**src/hdl/fir_pkg.sv**
```systemverilog
// fir_pkg: shared types and codes for the FIR filter core.
// No dependencies; used by fir_seq, fir_mac and fir_filter_core.
`default_nettype none

package fir_pkg;

    // Command codes carried in the input tuser field
    localparam int unsigned CMD_W = 2;
    localparam logic [CMD_W-1:0] CMD_PUSH  = 2'd0;
    localparam logic [CMD_W-1:0] CMD_COEF  = 2'd1;
    localparam logic [CMD_W-1:0] CMD_CLEAR = 2'd2;

    // Register map: index is paddr[2]
    localparam logic REG_TAP_COUNT = 1'b0;
    localparam int unsigned APB_ADDR_W = 3;
    localparam int unsigned APB_DATA_W = 32;

    // Sequencer states
    typedef enum logic [2:0] {
        ST_IDLE  = 3'b001,
        ST_RUN   = 3'b010,
        ST_DRAIN = 3'b100
    } seq_state_t;

    // Control that travels alongside one tap through the MAC pipeline
    typedef struct packed {
        logic valid;
        logic first;
        logic last;
    } mac_ctl_t;

endpackage

`default_nettype wire

```
**src/hdl/fir_ram.sv**
```systemverilog
// fir_ram: generic single-write, single-read RAM with registered read data.
// No dependencies.
`default_nettype none

module fir_ram #(
    parameter int unsigned WIDTH = 16,
    parameter int unsigned DEPTH = 64
) (
    input  wire logic                     clk,
    input  wire logic                     we,
    input  wire logic [$clog2(DEPTH)-1:0] waddr,
    input  wire logic [WIDTH-1:0]         wdata,
    input  wire logic [$clog2(DEPTH)-1:0] raddr,
    output      logic [WIDTH-1:0]         rdata
);

    logic [WIDTH-1:0] mem_reg [DEPTH];
    logic [WIDTH-1:0] rdata_reg;

    always_ff @(posedge clk)
    begin
        if (we)
        begin
            mem_reg[waddr] <= wdata;
        end
        rdata_reg <= mem_reg[raddr];
    end

    assign rdata = rdata_reg;

endmodule

`default_nettype wire

```
**src/hdl/fir_mac.sv**
```systemverilog
// fir_mac: shared multiply-accumulate unit, one tap per cycle.
// Depends on fir_pkg (mac_ctl_t). Control is aligned with RAM read issue.
`default_nettype none

module fir_mac #(
    parameter int unsigned SAMPLE_WIDTH = 16,
    parameter int unsigned COEFF_WIDTH  = 18,
    parameter int unsigned ACC_WIDTH    = 40
) (
    input  wire logic                    clk,
    input  wire logic                    rst_n,
    input  wire fir_pkg::mac_ctl_t       ctl,       // issued with the RAM read address
    input  wire logic [SAMPLE_WIDTH-1:0] sample,    // RAM read data, in the cycle after ctl
    input  wire logic [COEFF_WIDTH-1:0]  coeff,
    output      logic [ACC_WIDTH-1:0]    acc,
    output      logic                    acc_valid
);

    localparam int unsigned PROD_W = SAMPLE_WIDTH + COEFF_WIDTH;

    fir_pkg::mac_ctl_t             rd_ctl_reg;
    fir_pkg::mac_ctl_t             prod_ctl_reg;
    logic signed [PROD_W-1:0]      prod_reg;
    logic signed [ACC_WIDTH-1:0]   acc_reg;
    logic signed [ACC_WIDTH-1:0]   acc_next;
    logic signed [ACC_WIDTH-1:0]   prod_ext;
    logic                          acc_valid_reg;

    // control pipeline
    always_ff @(posedge clk or negedge rst_n)
    begin
        if (!rst_n)
        begin
            rd_ctl_reg    <= '0;
            prod_ctl_reg  <= '0;
            acc_valid_reg <= 1'b0;
        end
        else
        begin
            rd_ctl_reg   <= ctl;
            prod_ctl_reg <= rd_ctl_reg;
            if (ctl.valid && ctl.first)
            begin
                acc_valid_reg <= 1'b0;
            end
            else if (prod_ctl_reg.valid && prod_ctl_reg.last)
            begin
                acc_valid_reg <= 1'b1;
            end
        end
    end

    assign prod_ext = ACC_WIDTH'(prod_reg);
    assign acc_next = prod_ctl_reg.first ? prod_ext : acc_reg + prod_ext;

    // datapath
    always_ff @(posedge clk)
    begin
        if (rd_ctl_reg.valid)
        begin
            prod_reg <= $signed(sample) * $signed(coeff);
        end
        if (prod_ctl_reg.valid)
        begin
            acc_reg <= acc_next;
        end
    end

    assign acc       = acc_reg;
    assign acc_valid = acc_valid_reg;

endmodule

`default_nettype wire

```
**src/hdl/fir_seq.sv**
```systemverilog
// fir_seq: command decode, history pointers and tap sequencer.
// Depends on fir_pkg (commands, states, mac_ctl_t).
`default_nettype none

module fir_seq #(
    parameter int unsigned MAX_TAPS = 64
) (
    input  wire logic                             clk,
    input  wire logic                             rst_n,
    input  wire logic                             in_valid,
    output      logic                             in_ready,
    input  wire logic [fir_pkg::CMD_W-1:0]        command,
    input  wire logic [$clog2(MAX_TAPS)-1:0]      coeff_index,
    input  wire logic [$clog2(MAX_TAPS+1)-1:0]    tap_count,
    input  wire logic                             acc_valid,
    input  wire logic                             out_free,
    output      logic                             hist_we,
    output      logic [$clog2(MAX_TAPS)-1:0]      hist_waddr,
    output      logic [$clog2(MAX_TAPS)-1:0]      hist_raddr,
    output      logic                             coef_we,
    output      logic [$clog2(MAX_TAPS)-1:0]      coef_raddr,
    output      fir_pkg::mac_ctl_t                mac_ctl,
    output      logic                             load_out
);

    localparam int unsigned AW   = $clog2(MAX_TAPS);
    localparam int unsigned TC_W = $clog2(MAX_TAPS + 1);
    localparam logic [TC_W-1:0] MAX_TC = TC_W'(MAX_TAPS);
    localparam logic [AW-1:0]   LAST_SLOT = AW'(MAX_TAPS - 1);

    fir_pkg::seq_state_t state_reg, state_next;
    logic [AW-1:0]   wp_reg, wp_next;
    logic [TC_W-1:0] fill_reg, fill_next;
    logic [AW-1:0]   rd_addr_reg, rd_addr_next;
    logic [AW-1:0]   k_reg, k_next;
    logic [AW-1:0]   last_k_reg, last_k_next;

    logic            accept;
    logic [TC_W-1:0] taps_eff;
    logic [AW-1:0]   wp_inc;
    logic [TC_W-1:0] fill_inc;
    logic [TC_W:0]   wp_ext;
    logic [TC_W:0]   start_full;
    logic            k_last;

    // out-of-range tap counts clamp to 1..MAX_TAPS
    always_comb
    begin
        if (tap_count == '0)
        begin
            taps_eff = TC_W'(1);
        end
        else if (tap_count > MAX_TC)
        begin
            taps_eff = MAX_TC;
        end
        else
        begin
            taps_eff = tap_count;
        end
    end

    assign in_ready = (state_reg == fir_pkg::ST_IDLE);
    assign accept   = in_valid && in_ready;

    assign wp_inc   = (wp_reg == LAST_SLOT) ? '0 : wp_reg + AW'(1);
    assign fill_inc = (fill_reg < MAX_TC) ? fill_reg + TC_W'(1) : fill_reg;

    // oldest sample of the window: write pointer minus window length, mod MAX_TAPS
    assign wp_ext     = (TC_W + 1)'(wp_inc);
    assign start_full = (wp_ext >= (TC_W + 1)'(taps_eff))
                        ? wp_ext - (TC_W + 1)'(taps_eff)
                        : wp_ext + (TC_W + 1)'(MAX_TAPS) - (TC_W + 1)'(taps_eff);

    assign k_last = (k_reg == last_k_reg);

    assign hist_we    = accept && (command == fir_pkg::CMD_PUSH);
    assign hist_waddr = wp_reg;
    assign coef_we    = accept && (command == fir_pkg::CMD_COEF)
                        && ((TC_W)'(coeff_index) < MAX_TC);
    assign hist_raddr = rd_addr_reg;
    assign coef_raddr = k_reg;

    assign mac_ctl.valid = (state_reg == fir_pkg::ST_RUN);
    assign mac_ctl.first = (k_reg == '0);
    assign mac_ctl.last  = k_last;

    assign load_out = (state_reg == fir_pkg::ST_DRAIN) && acc_valid && out_free;

    always_comb
    begin
        state_next   = state_reg;
        wp_next      = wp_reg;
        fill_next    = fill_reg;
        rd_addr_next = rd_addr_reg;
        k_next       = k_reg;
        last_k_next  = last_k_reg;
        case (state_reg)
            fir_pkg::ST_IDLE:
            begin
                if (accept)
                begin
                    case (command)
                        fir_pkg::CMD_PUSH:
                        begin
                            wp_next   = wp_inc;
                            fill_next = fill_inc;
                            if (fill_inc >= taps_eff)
                            begin
                                rd_addr_next = start_full[AW-1:0];
                                k_next       = '0;
                                last_k_next  = AW'(taps_eff - TC_W'(1));
                                state_next   = fir_pkg::ST_RUN;
                            end
                        end
                        fir_pkg::CMD_CLEAR:
                        begin
                            wp_next   = '0;
                            fill_next = '0;
                        end
                        default:
                        begin
                            // coefficient write goes straight to the RAM; code 3 is a no-op
                        end
                    endcase
                end
            end
            fir_pkg::ST_RUN:
            begin
                rd_addr_next = (rd_addr_reg == LAST_SLOT) ? '0 : rd_addr_reg + AW'(1);
                k_next       = k_reg + AW'(1);
                if (k_last)
                begin
                    state_next = fir_pkg::ST_DRAIN;
                end
            end
            fir_pkg::ST_DRAIN:
            begin
                if (load_out)
                begin
                    state_next = fir_pkg::ST_IDLE;
                end
            end
            default:
            begin
                state_next = fir_pkg::ST_IDLE;
            end
        endcase
    end

    always_ff @(posedge clk or negedge rst_n)
    begin
        if (!rst_n)
        begin
            state_reg   <= fir_pkg::ST_IDLE;
            wp_reg      <= '0;
            fill_reg    <= '0;
            rd_addr_reg <= '0;
            k_reg       <= '0;
            last_k_reg  <= '0;
        end
        else
        begin
            state_reg   <= state_next;
            wp_reg      <= wp_next;
            fill_reg    <= fill_next;
            rd_addr_reg <= rd_addr_next;
            k_reg       <= k_next;
            last_k_reg  <= last_k_next;
        end
    end

    a_fill_bound: assert property (@(posedge clk) disable iff (!rst_n)
        fill_reg <= MAX_TC)
        else $error("fill count above window capacity");

    a_wp_bound: assert property (@(posedge clk) disable iff (!rst_n)
        wp_reg <= LAST_SLOT)
        else $error("history write pointer out of range");

    a_k_bound: assert property (@(posedge clk) disable iff (!rst_n)
        (state_reg == fir_pkg::ST_RUN) |-> (k_reg <= last_k_reg))
        else $error("tap counter ran past the window");

    a_acc_in_drain: assert property (@(posedge clk) disable iff (!rst_n)
        $rose(acc_valid) |-> (state_reg == fir_pkg::ST_DRAIN))
        else $error("accumulator finished outside drain");

endmodule

`default_nettype wire

```
**src/hdl/fir_filter_core.sv**
```systemverilog
// fir_filter_core: top level of the streaming fixed-point FIR filter.
// Depends on fir_pkg, fir_ram, fir_mac and fir_seq.
`default_nettype none

// Direct-form FIR filter with one shared multiply-accumulate unit. Each input
// word carries a command in tuser: push a Q1.15 sample, write a Q2.16
// coefficient, or clear the sample history. Once tap_count samples have been
// pushed since the last clear, every push yields one output word holding the
// exact Q9.31 sum of products, coefficient 0 on the oldest sample of the
// window. Coefficient writes, clears and pushes that yield no output complete
// as they are accepted, with s_axis_tready high. For a push that yields an
// output, the sequencer steps the MAC through one tap per cycle, reading the
// history and coefficient RAMs on their single read ports, and then waits out
// the read/multiply/accumulate pipeline and the load of the output register.
// s_axis_tready stays low for that time. The output register frees the input
// side: a finished word may wait on m_axis_tready while new words are taken,
// but the next result holds the sequencer until the register is free.
// Coefficients are undefined after reset and must be written before use.
// tap_count (APB offset 0x0) resets to MAX_TAPS; 0 acts as 1 and values above
// MAX_TAPS act as MAX_TAPS. Write it only while the block is idle.
module fir_filter_core #(
    parameter int unsigned MAX_TAPS     = 64,
    parameter int unsigned SAMPLE_WIDTH = 16,
    parameter int unsigned COEFF_WIDTH  = 18
) (
    input  wire logic clk,
    input  wire logic rst_n,

    // input stream
    input  wire logic s_axis_tvalid,
    output      logic s_axis_tready,
    // tdata: sample, coeff_index, coeff_value (low to high), zero padded
    input  wire logic [((SAMPLE_WIDTH + $clog2(MAX_TAPS) + COEFF_WIDTH + 7) / 8) * 8 - 1:0]
                      s_axis_tdata,
    // tuser: command
    input  wire logic [fir_pkg::CMD_W-1:0] s_axis_tuser,

    // output stream
    output      logic m_axis_tvalid,
    input  wire logic m_axis_tready,
    // tdata: filtered, zero padded
    output      logic [((SAMPLE_WIDTH + COEFF_WIDTH + $clog2(MAX_TAPS) + 7) / 8) * 8 - 1:0]
                      m_axis_tdata,

    // configuration
    input  wire logic                            psel,
    input  wire logic                            penable,
    input  wire logic                            pwrite,
    input  wire logic [fir_pkg::APB_ADDR_W-1:0]  paddr,
    input  wire logic [fir_pkg::APB_DATA_W-1:0]  pwdata,
    output      logic [fir_pkg::APB_DATA_W-1:0]  prdata,
    output      logic                            pready
);

    localparam int unsigned AW     = $clog2(MAX_TAPS);
    localparam int unsigned TC_W   = $clog2(MAX_TAPS + 1);
    localparam int unsigned OUT_W  = SAMPLE_WIDTH + COEFF_WIDTH + AW;
    localparam int unsigned OUT_TW = ((OUT_W + 7) / 8) * 8;
    localparam int unsigned IDX_LO = SAMPLE_WIDTH;
    localparam int unsigned CV_LO  = SAMPLE_WIDTH + AW;

    // input word fields
    logic [SAMPLE_WIDTH-1:0] in_sample;
    logic [AW-1:0]           in_coeff_index;
    logic [COEFF_WIDTH-1:0]  in_coeff_value;

    assign in_sample      = s_axis_tdata[SAMPLE_WIDTH-1:0];
    assign in_coeff_index = s_axis_tdata[CV_LO-1:IDX_LO];
    assign in_coeff_value = s_axis_tdata[CV_LO+COEFF_WIDTH-1:CV_LO];

    // config register
    logic [TC_W-1:0] tap_count_reg;
    logic            cfg_wr;

    assign pready = 1'b1;
    assign cfg_wr = psel && penable && pwrite && pready
                    && (paddr[2] == fir_pkg::REG_TAP_COUNT);

    always_ff @(posedge clk or negedge rst_n)
    begin
        if (!rst_n)
        begin
            tap_count_reg <= TC_W'(MAX_TAPS);
        end
        else if (cfg_wr)
        begin
            tap_count_reg <= pwdata[TC_W-1:0];
        end
    end

    assign prdata = (paddr[2] == fir_pkg::REG_TAP_COUNT)
                    ? fir_pkg::APB_DATA_W'(tap_count_reg) : '0;

    // sequencer <-> RAMs and MAC
    logic              hist_we;
    logic [AW-1:0]     hist_waddr;
    logic [AW-1:0]     hist_raddr;
    logic              coef_we;
    logic [AW-1:0]     coef_raddr;
    fir_pkg::mac_ctl_t mac_ctl;
    logic              load_out;
    logic              out_free;
    logic [SAMPLE_WIDTH-1:0] hist_rdata;
    logic [COEFF_WIDTH-1:0]  coef_rdata;
    logic [OUT_W-1:0]  acc;
    logic              acc_valid;

    fir_seq #(
        .MAX_TAPS (MAX_TAPS)
    ) u_seq (
        .clk         (clk),
        .rst_n       (rst_n),
        .in_valid    (s_axis_tvalid),
        .in_ready    (s_axis_tready),
        .command     (s_axis_tuser),
        .coeff_index (in_coeff_index),
        .tap_count   (tap_count_reg),
        .acc_valid   (acc_valid),
        .out_free    (out_free),
        .hist_we     (hist_we),
        .hist_waddr  (hist_waddr),
        .hist_raddr  (hist_raddr),
        .coef_we     (coef_we),
        .coef_raddr  (coef_raddr),
        .mac_ctl     (mac_ctl),
        .load_out    (load_out)
    );

    // sample history, circular
    fir_ram #(
        .WIDTH (SAMPLE_WIDTH),
        .DEPTH (MAX_TAPS)
    ) u_hist_ram (
        .clk   (clk),
        .we    (hist_we),
        .waddr (hist_waddr),
        .wdata (in_sample),
        .raddr (hist_raddr),
        .rdata (hist_rdata)
    );

    // coefficient table
    fir_ram #(
        .WIDTH (COEFF_WIDTH),
        .DEPTH (MAX_TAPS)
    ) u_coef_ram (
        .clk   (clk),
        .we    (coef_we),
        .waddr (in_coeff_index),
        .wdata (in_coeff_value),
        .raddr (coef_raddr),
        .rdata (coef_rdata)
    );

    fir_mac #(
        .SAMPLE_WIDTH (SAMPLE_WIDTH),
        .COEFF_WIDTH  (COEFF_WIDTH),
        .ACC_WIDTH    (OUT_W)
    ) u_mac (
        .clk       (clk),
        .rst_n     (rst_n),
        .ctl       (mac_ctl),
        .sample    (hist_rdata),
        .coeff     (coef_rdata),
        .acc       (acc),
        .acc_valid (acc_valid)
    );

    // output register: one word of slack between the MAC and the consumer
    logic             out_valid_reg;
    logic [OUT_W-1:0] out_data_reg;

    assign out_free = !out_valid_reg || m_axis_tready;

    always_ff @(posedge clk or negedge rst_n)
    begin
        if (!rst_n)
        begin
            out_valid_reg <= 1'b0;
        end
        else if (load_out)
        begin
            out_valid_reg <= 1'b1;
        end
        else if (m_axis_tready)
        begin
            out_valid_reg <= 1'b0;
        end
    end

    always_ff @(posedge clk)
    begin
        if (load_out)
        begin
            out_data_reg <= acc;
        end
    end

    assign m_axis_tvalid = out_valid_reg;
    assign m_axis_tdata  = OUT_TW'(out_data_reg);

endmodule

`default_nettype wire
```
**config.mk**
```make
export PLATFORM = sky130hd
export DESIGN_NAME = fir_filter_core
export DESIGN_NICKNAME = d
export VERILOG_FILES = /design/src/hdl/fir_pkg.sv /design/src/hdl/fir_ram.sv /design/src/hdl/fir_mac.sv /design/src/hdl/fir_seq.sv /design/src/hdl/fir_filter_core.sv
export SDC_FILE = /design/constraint.sdc
export NUM_CORES = 2
export LEC_CHECK = 0
export ABC_CLOCK_PERIOD_IN_PS = 8700
export BUFFER_PORTS_ARGS = -buffer_cell sky130_fd_sc_hd__buf_2
export CAP_MARGIN = 20
export CORE_ASPECT_RATIO = 1.2
export CORE_MARGIN = 2
export CORE_UTILIZATION = 50
export DETAILED_ROUTE_END_ITERATION = 10
export GPL_TIMING_DRIVEN = 0
export HOLD_SLACK_MARGIN = 0.08
export PLACE_DENSITY_LB_ADDON = 0.15
export SETUP_SLACK_MARGIN = 0.05
export SYNTH_ARGS = -nofsm -noshare
export SYNTH_HDL_FRONTEND = slang
export SYNTH_SLANG_ARGS = --single-unit
```
**constraint.sdc**
```tcl
create_clock -name clk -period 8.7 [get_ports clk]
set_clock_uncertainty 0.1 [all_clocks]
set_input_delay 0.87 -clock clk [delete_from_list [all_inputs] [get_ports clk]]
set_output_delay 0.87 -clock clk [all_outputs]
set_load 0.02 [all_outputs]
```
After elaboration in Yosys (flattened, before gate mapping):

Memory sizes are Yosys's and may differ from the RTL's. A register that Yosys moved wholly into a read port is not among the register bits.
Index checks and enable logic that the tools add are counted.

* multiplexer cells: 32
* reduce and logical (&&, ||, !) cells: 23
* multiply operators: 1
* $add $sub $neg: 9
* magnitude comparators: 4
* div/mod/pow operators: 0
* shift operators: 0
* equality and inequality tests: 13
* bitwise operators: 1

Operator list (number)
* two-way mux 6 bit: 9
* adder 40 x 34 -> 40 bit: 1
* two-way mux 40 bit: 1
* case mux 6 bit (2 select lines): 3
* multiplier 16 x 18 -> 34 bit: 1
* two-way mux 7 bit: 4
* adder 6 x 1 -> 6 bit (second input constant): 4
* two-way mux 3 bit: 5
* case mux 7 bit (2 select lines): 1
* == test 6 bit (second input constant): 2
* subtractor 6 bit: 2
* logical AND 1 bit: 10
* != test 2 bit (second input constant): 5
* case mux 3 bit (3 select lines): 1
* two-way mux 1 bit: 8
* AND reduction 4 bit: 2
* nonzero test 2 bit: 4
* adder 7 x 1 -> 7 bit (second input constant): 1
* >= comparator 6 x 7 -> 1 bit: 1
* >= comparator 7 bit: 1
* > comparator 7 bit (second input constant): 1
* logical NOT 7 bit: 1
* less-than comparator 7 bit (second input constant): 1
* == test 6 bit: 1
* other kinds (13): 13

* memories kept: 2
* word-level logic and storage cells: 103
* memory bits (writable): 2176
* output and inout port bits: 75
* latch bits: 0
* bits in registers: 163
* ROM bits: 0
* bits of input ports: 84

Memories
* u_coef_ram.mem_reg: depth 64, bits a word 18, read ports 1, clocked after memory_dff 1, write ports 1, line fir_ram.sv:17 `logic [WIDTH-1:0] mem_reg [DEPTH];`
* u_hist_ram.mem_reg: depth 64, bits a word 16, read ports 1, clocked after memory_dff 1, write ports 1, line fir_ram.sv:17

Longest topological paths before layout:

* depth in word-level cells: 9
* gate-level depth with buffers: 25
* mapped depth without buffers: 23

Modules after synthesis:

Synthesis repeated with hierarchy kept, for this count alone.

* cell total of the unflattened synthesis: 5856
* area total of the unflattened synthesis: 104914.4 µm²

By module, submodules not included
* fir_ram at u_coef_ram: cells an instance 1957, seq. area each 34953.5 µm², area an instance 44621.5 µm², times used 1
* fir_ram at u_hist_ram: cells an instance 1829, seq. area each 31069.8 µm², area an instance 40042.2 µm², times used 1
* fir_mac: cells an instance 1721, seq. area each 2397.3 µm², area an instance 16115.5 µm², times used 1
* fir_seq: cells an instance 256, seq. area each 852.1 µm², area an instance 2353.5 µm², times used 1
* fir_filter_core: cells an instance 93, seq. area each 1402.6 µm², area an instance 1781.7 µm², times used 1

Worst setup path after synthesis:

Ideal clock, no wire load.

* path type: reg-to-reg
* start: reg u_hist_ram.rdata_reg[7] (netlist: u_hist_ram.rdata[7]) (read register of u_hist_ram.mem_reg)
* end: reg u_mac.prod_reg[33] (data pin)
* buffers on the path: 2
* setup time: 0.264 ns
* period minus slack after synthesis: 6.675 ns
* setup slack: 2.025 ns
* data arrival time: 6.311 ns
* required time: 8.336 ns
* stages on the path, launching flop included: 26
* cells stage by stage: dfxtp_1 -> clkbuf_1 -> clkbuf_1 -> nand2_1 -> fa_1 -> inv_1 -> fa_1 -> inv_1 -> fa_1 -> inv_1 -> fa_1 -> fa_1 -> inv_1 -> fa_1 -> inv_1 -> ha_1 -> a21oi_2 -> o211ai_1 -> a31oi_1 -> a21boi_1 -> o211a_1 -> o41a_1 -> o41a_1 -> a41o_1 -> o41ai_2 -> xnor2_1

* cells in the longest elaborated chain, start to end: 1

Ends and longest elaborated chain
* from (decl): line fir_ram.sv:18 `logic [WIDTH-1:0] rdata_reg;`
* multiplier 16 x 18 -> 34 bit: line fir_mac.sv:61 `prod_reg <= $signed(sample) * $signed(coeff);`
* to (signal assigned): line fir_mac.sv:61
* to (decl): line fir_mac.sv:23 `logic signed [PROD_W-1:0] prod_reg;`

No other way between the ends.
A chain may end at the register's enable or synchronous reset.

Worst setup path after layout:

Ends and elaborated chain as after synthesis.

==> results_dict.tcl <==
set metrics [dict create \
    grt_pass1_vias 53700 \
    worst_r2r_path_depth 25 \
    rsz0062_at_grt "false" \
    core-area_um2 205000 \
    initial_core_util 0.503 \
    clockBufferDepth 3 \
    drc_errors 0 \
    ant_nets 0 \
    netlist_top_cells_area "edfxtp_1 67%, mux4_2 16%, fa_1 5.7%, ha_1 1.7%, inv_1 1.2%" \
    reg2reg_slack_ps 800 \
    syn_avg_cell_area_um2 19.6 \
    largest_reg_flops 1152 \
    whs_ps 167 \
    setup_violations 0 \
    drtIter0Drc 5301 \
    grt_remaining_overflow 0 \
    dr.pass1.iters 7 \
    dp_hpwl_um 182000 \
    ys_warn_count 0 \
    clk_pin_slew_ps 60 \
    fin_nets 6298 \
    grt_max_degree 65 \
    fin_crit_ps 7900 \
    cts_tree "yes" \
    gp_congestion 0.891 \
    ys_ff_latch 2373 \
    setup-tns-final_ps 0 \
    syn_area_um2 103000 \
    cts_root_buf "clkbuf_16" \
    final_area_um2 118000 \
    num_rows 182 \
    clock_latency_ps 910 \
    r2r_end "u_mac.prod_reg[33]$_DFFE_PP_" \
    critPathArrivalTime_ps 8380 \
    synthArstFlopShare 0.0206 \
    die_x_um 418 \
    criticalPathCategory "flop to flop" \
    grt_first_pass_wirelength_um 374000 \
    hold_violations 0 \
    place_ws_ps 871 \
    hold_start "pwdata[1]" \
    io_buffers 102 \
    status "completed" \
    synth_cells 5247 \
    min_to "tap_count_reg[1]$_DFFE_PN0P_" \
    period_share 0.908 \
    ctsResizeCount 0 \
    maxSlewViolCount 0 \
    synth_cell_types 77 \
    critPathLaunchType "flop" \
    cp_max_fo 10 \
    cp-startpoint "u_hist_ram.rdata[7]$_DFF_P_" \
    cap_violations 0 \
    endpoint_kind "flop" \
    cts_buffers 223 \
    relSlewSlack 0.242 \
    post_cts_buffers 0 \
    hold_depth 2 \
    h-tree-depth 4 \
    synth_top_cell_area_share 0.667 \
    required_ps 9180 \
    synth-edff-count 2290 \
    drive_gt1_frac 0.251 \
    avgViaCountPerCell 5.94 \
    clock_sinks 2373 \
    synthFlopType "edfxtp_1" \
    wl_per_cell_um 29.7 \
    yosys.area.top_type "edfxtp_1" \
    die-area_um2 210000 \
    grt_usage 0.249 \
    routed_wl_um 257000 \
    hold_path_class "primary input to flop" \
    setup_ws_ps 803 \
    pin_count 159 \
    yosysSeqAreaShare 0.686 \
    die_h_um 501 \
    num_vias 51300 \
    tightestPinTransition_ps 1140 \
    r2r-start "u_hist_ram.rdata[7]$_DFF_P_" \
    antenna_found_initial 13 \
    fmax_ghz 0.127 \
    syn2layout_area_growth_pct 14.2 \
    placed_area_um2 110000 \
    holdBufCountCts 1 \
]
-- placed cells by master, fill, tap and decap left out, types with 27 or more instances in the layout --
master     count
clkinv_1      55
a21oi_1       72
buf_2        104
buf_12        37
edfxtp_1    2290
nor2_1        64
o21ai_0       83
fa_1         292
ha_1         143
buf_1         68
mux4_2       714
nand3_1       30
nand2_1      238
a21o_1        33
xnor2_1       61
clkbuf_1     219
dfxtp_1       34
buf_8        126
clkbuf_16    224
xor2_1        30
inv_1        343
nor2_2       126
dfrtp_1       45
and2_1       147
buf_4         27
nand2b_1      29
clkinv_2      39
-- worst max path at each step --
stage	endpoint	slack [ps]	cells past startpoint
finish	u_mac.prod_reg[33]$_DFFE_PP_	800	25
global route	u_mac.prod_reg[33]$_DFFE_PP_	420	25
CTS	u_mac.prod_reg[33]$_DFFE_PP_	840	25
detailed placement	u_mac.prod_reg[33]$_DFFE_PP_	870	25
global placement	u_mac.prod_reg[33]$_DFFE_PP_	840	25
floorplan	u_mac.prod_reg[33]$_DFFE_PP_	2020	25
-- critical path: stages (launching register included) --
cell      delay (ps)
dfxtp_1          310
clkbuf_1         530
clkbuf_1         550
nand2_1          170
fa_1             560
inv_1             50
fa_1             490
inv_1             50
fa_1             630
inv_1             80
fa_1             390
fa_1             510
inv_1             50
fa_1             470
inv_1             40
ha_1             340
a21oi_2          210
o211ai_1         110
a31oi_1          150
a21boi_1         160
o211a_1          280
o41a_1           380
o41a_1           370
a41o_1           290
o41ai_2          240
xnor2_1          110
-- synth_stat cells, types with 4 or more instances --
cell type,count
and2_1,147
dfrtp_1,47
nor2b_1,17
a211oi_1,6
o31ai_1,15
mux2_2,12
inv_1,343
edfxtp_1,2290
xnor2_1,61
nand3b_1,8
nand2b_1,29
nor3b_1,4
buf_1,68
clkbuf_1,170
dfxtp_1,34
o211ai_1,5
a21oi_1,72
a31oi_1,7
or3_1,4
nor2_1,192
o21bai_1,11
nand2_1,238
and3_1,8
buf_4,26
nor3_1,11
mux4_2,714
o21ai_1,6
nand3_1,30
or3b_2,4
nand4_1,10
o21a_1,6
o21ai_0,83
fa_1,292
xor2_1,30
ha_1,143
or2_2,4
a21o_1,33
-- layout make-up --
class	instances	area, µm²
buffer	266	1100
inverter	345	1290
tap	2668	3340
fill	15300	87300
multi-input combinational	2287	30400
sequential	2373	70700
clock inverter	137	1510
clock buffer	276	5830
antenna	5	12.5
timing repair buffer	283	3470
-- through the flow --
stage / instances / utilization
after floorplan: 5271 / -
after global placement: 8041 / 0.522
after detailed placement: 8198 / 0.536
after CTS: 8612 / 0.572
after global routing: 8636 / 0.574
final: 8640 / 0.574
-- routing by layer --
layer,track usage,vias to the layer above,wire (µm)
met2,0.436,1618,135000
met3,0.0349,393,14100
met5,0,-,59
met1,0.321,27700,98700
li1,-,21600,-
met4,0.0837,10,9080
-- cells by family (layout without fill, tap and decap cells) --
kind of cell,Yosys count,count (layout),share of synthesized area
flip-flops,2373,2373,0.686
multiplexers,726,726,0.157
AND/OR/NAND/NOR,721,721,0.0333
buffers and inverters,611,1307,0.0232
adder cells (fa/ha/maj),435,435,0.0741
AO/OA/AOI/OAI,288,288,0.0181
XOR/XNOR,91,91,0.00774
other,2,31,0.0000729
Power is not shown: default switching activity piles up to over one toggle a cycle in this logic, so the estimate is an artifact.
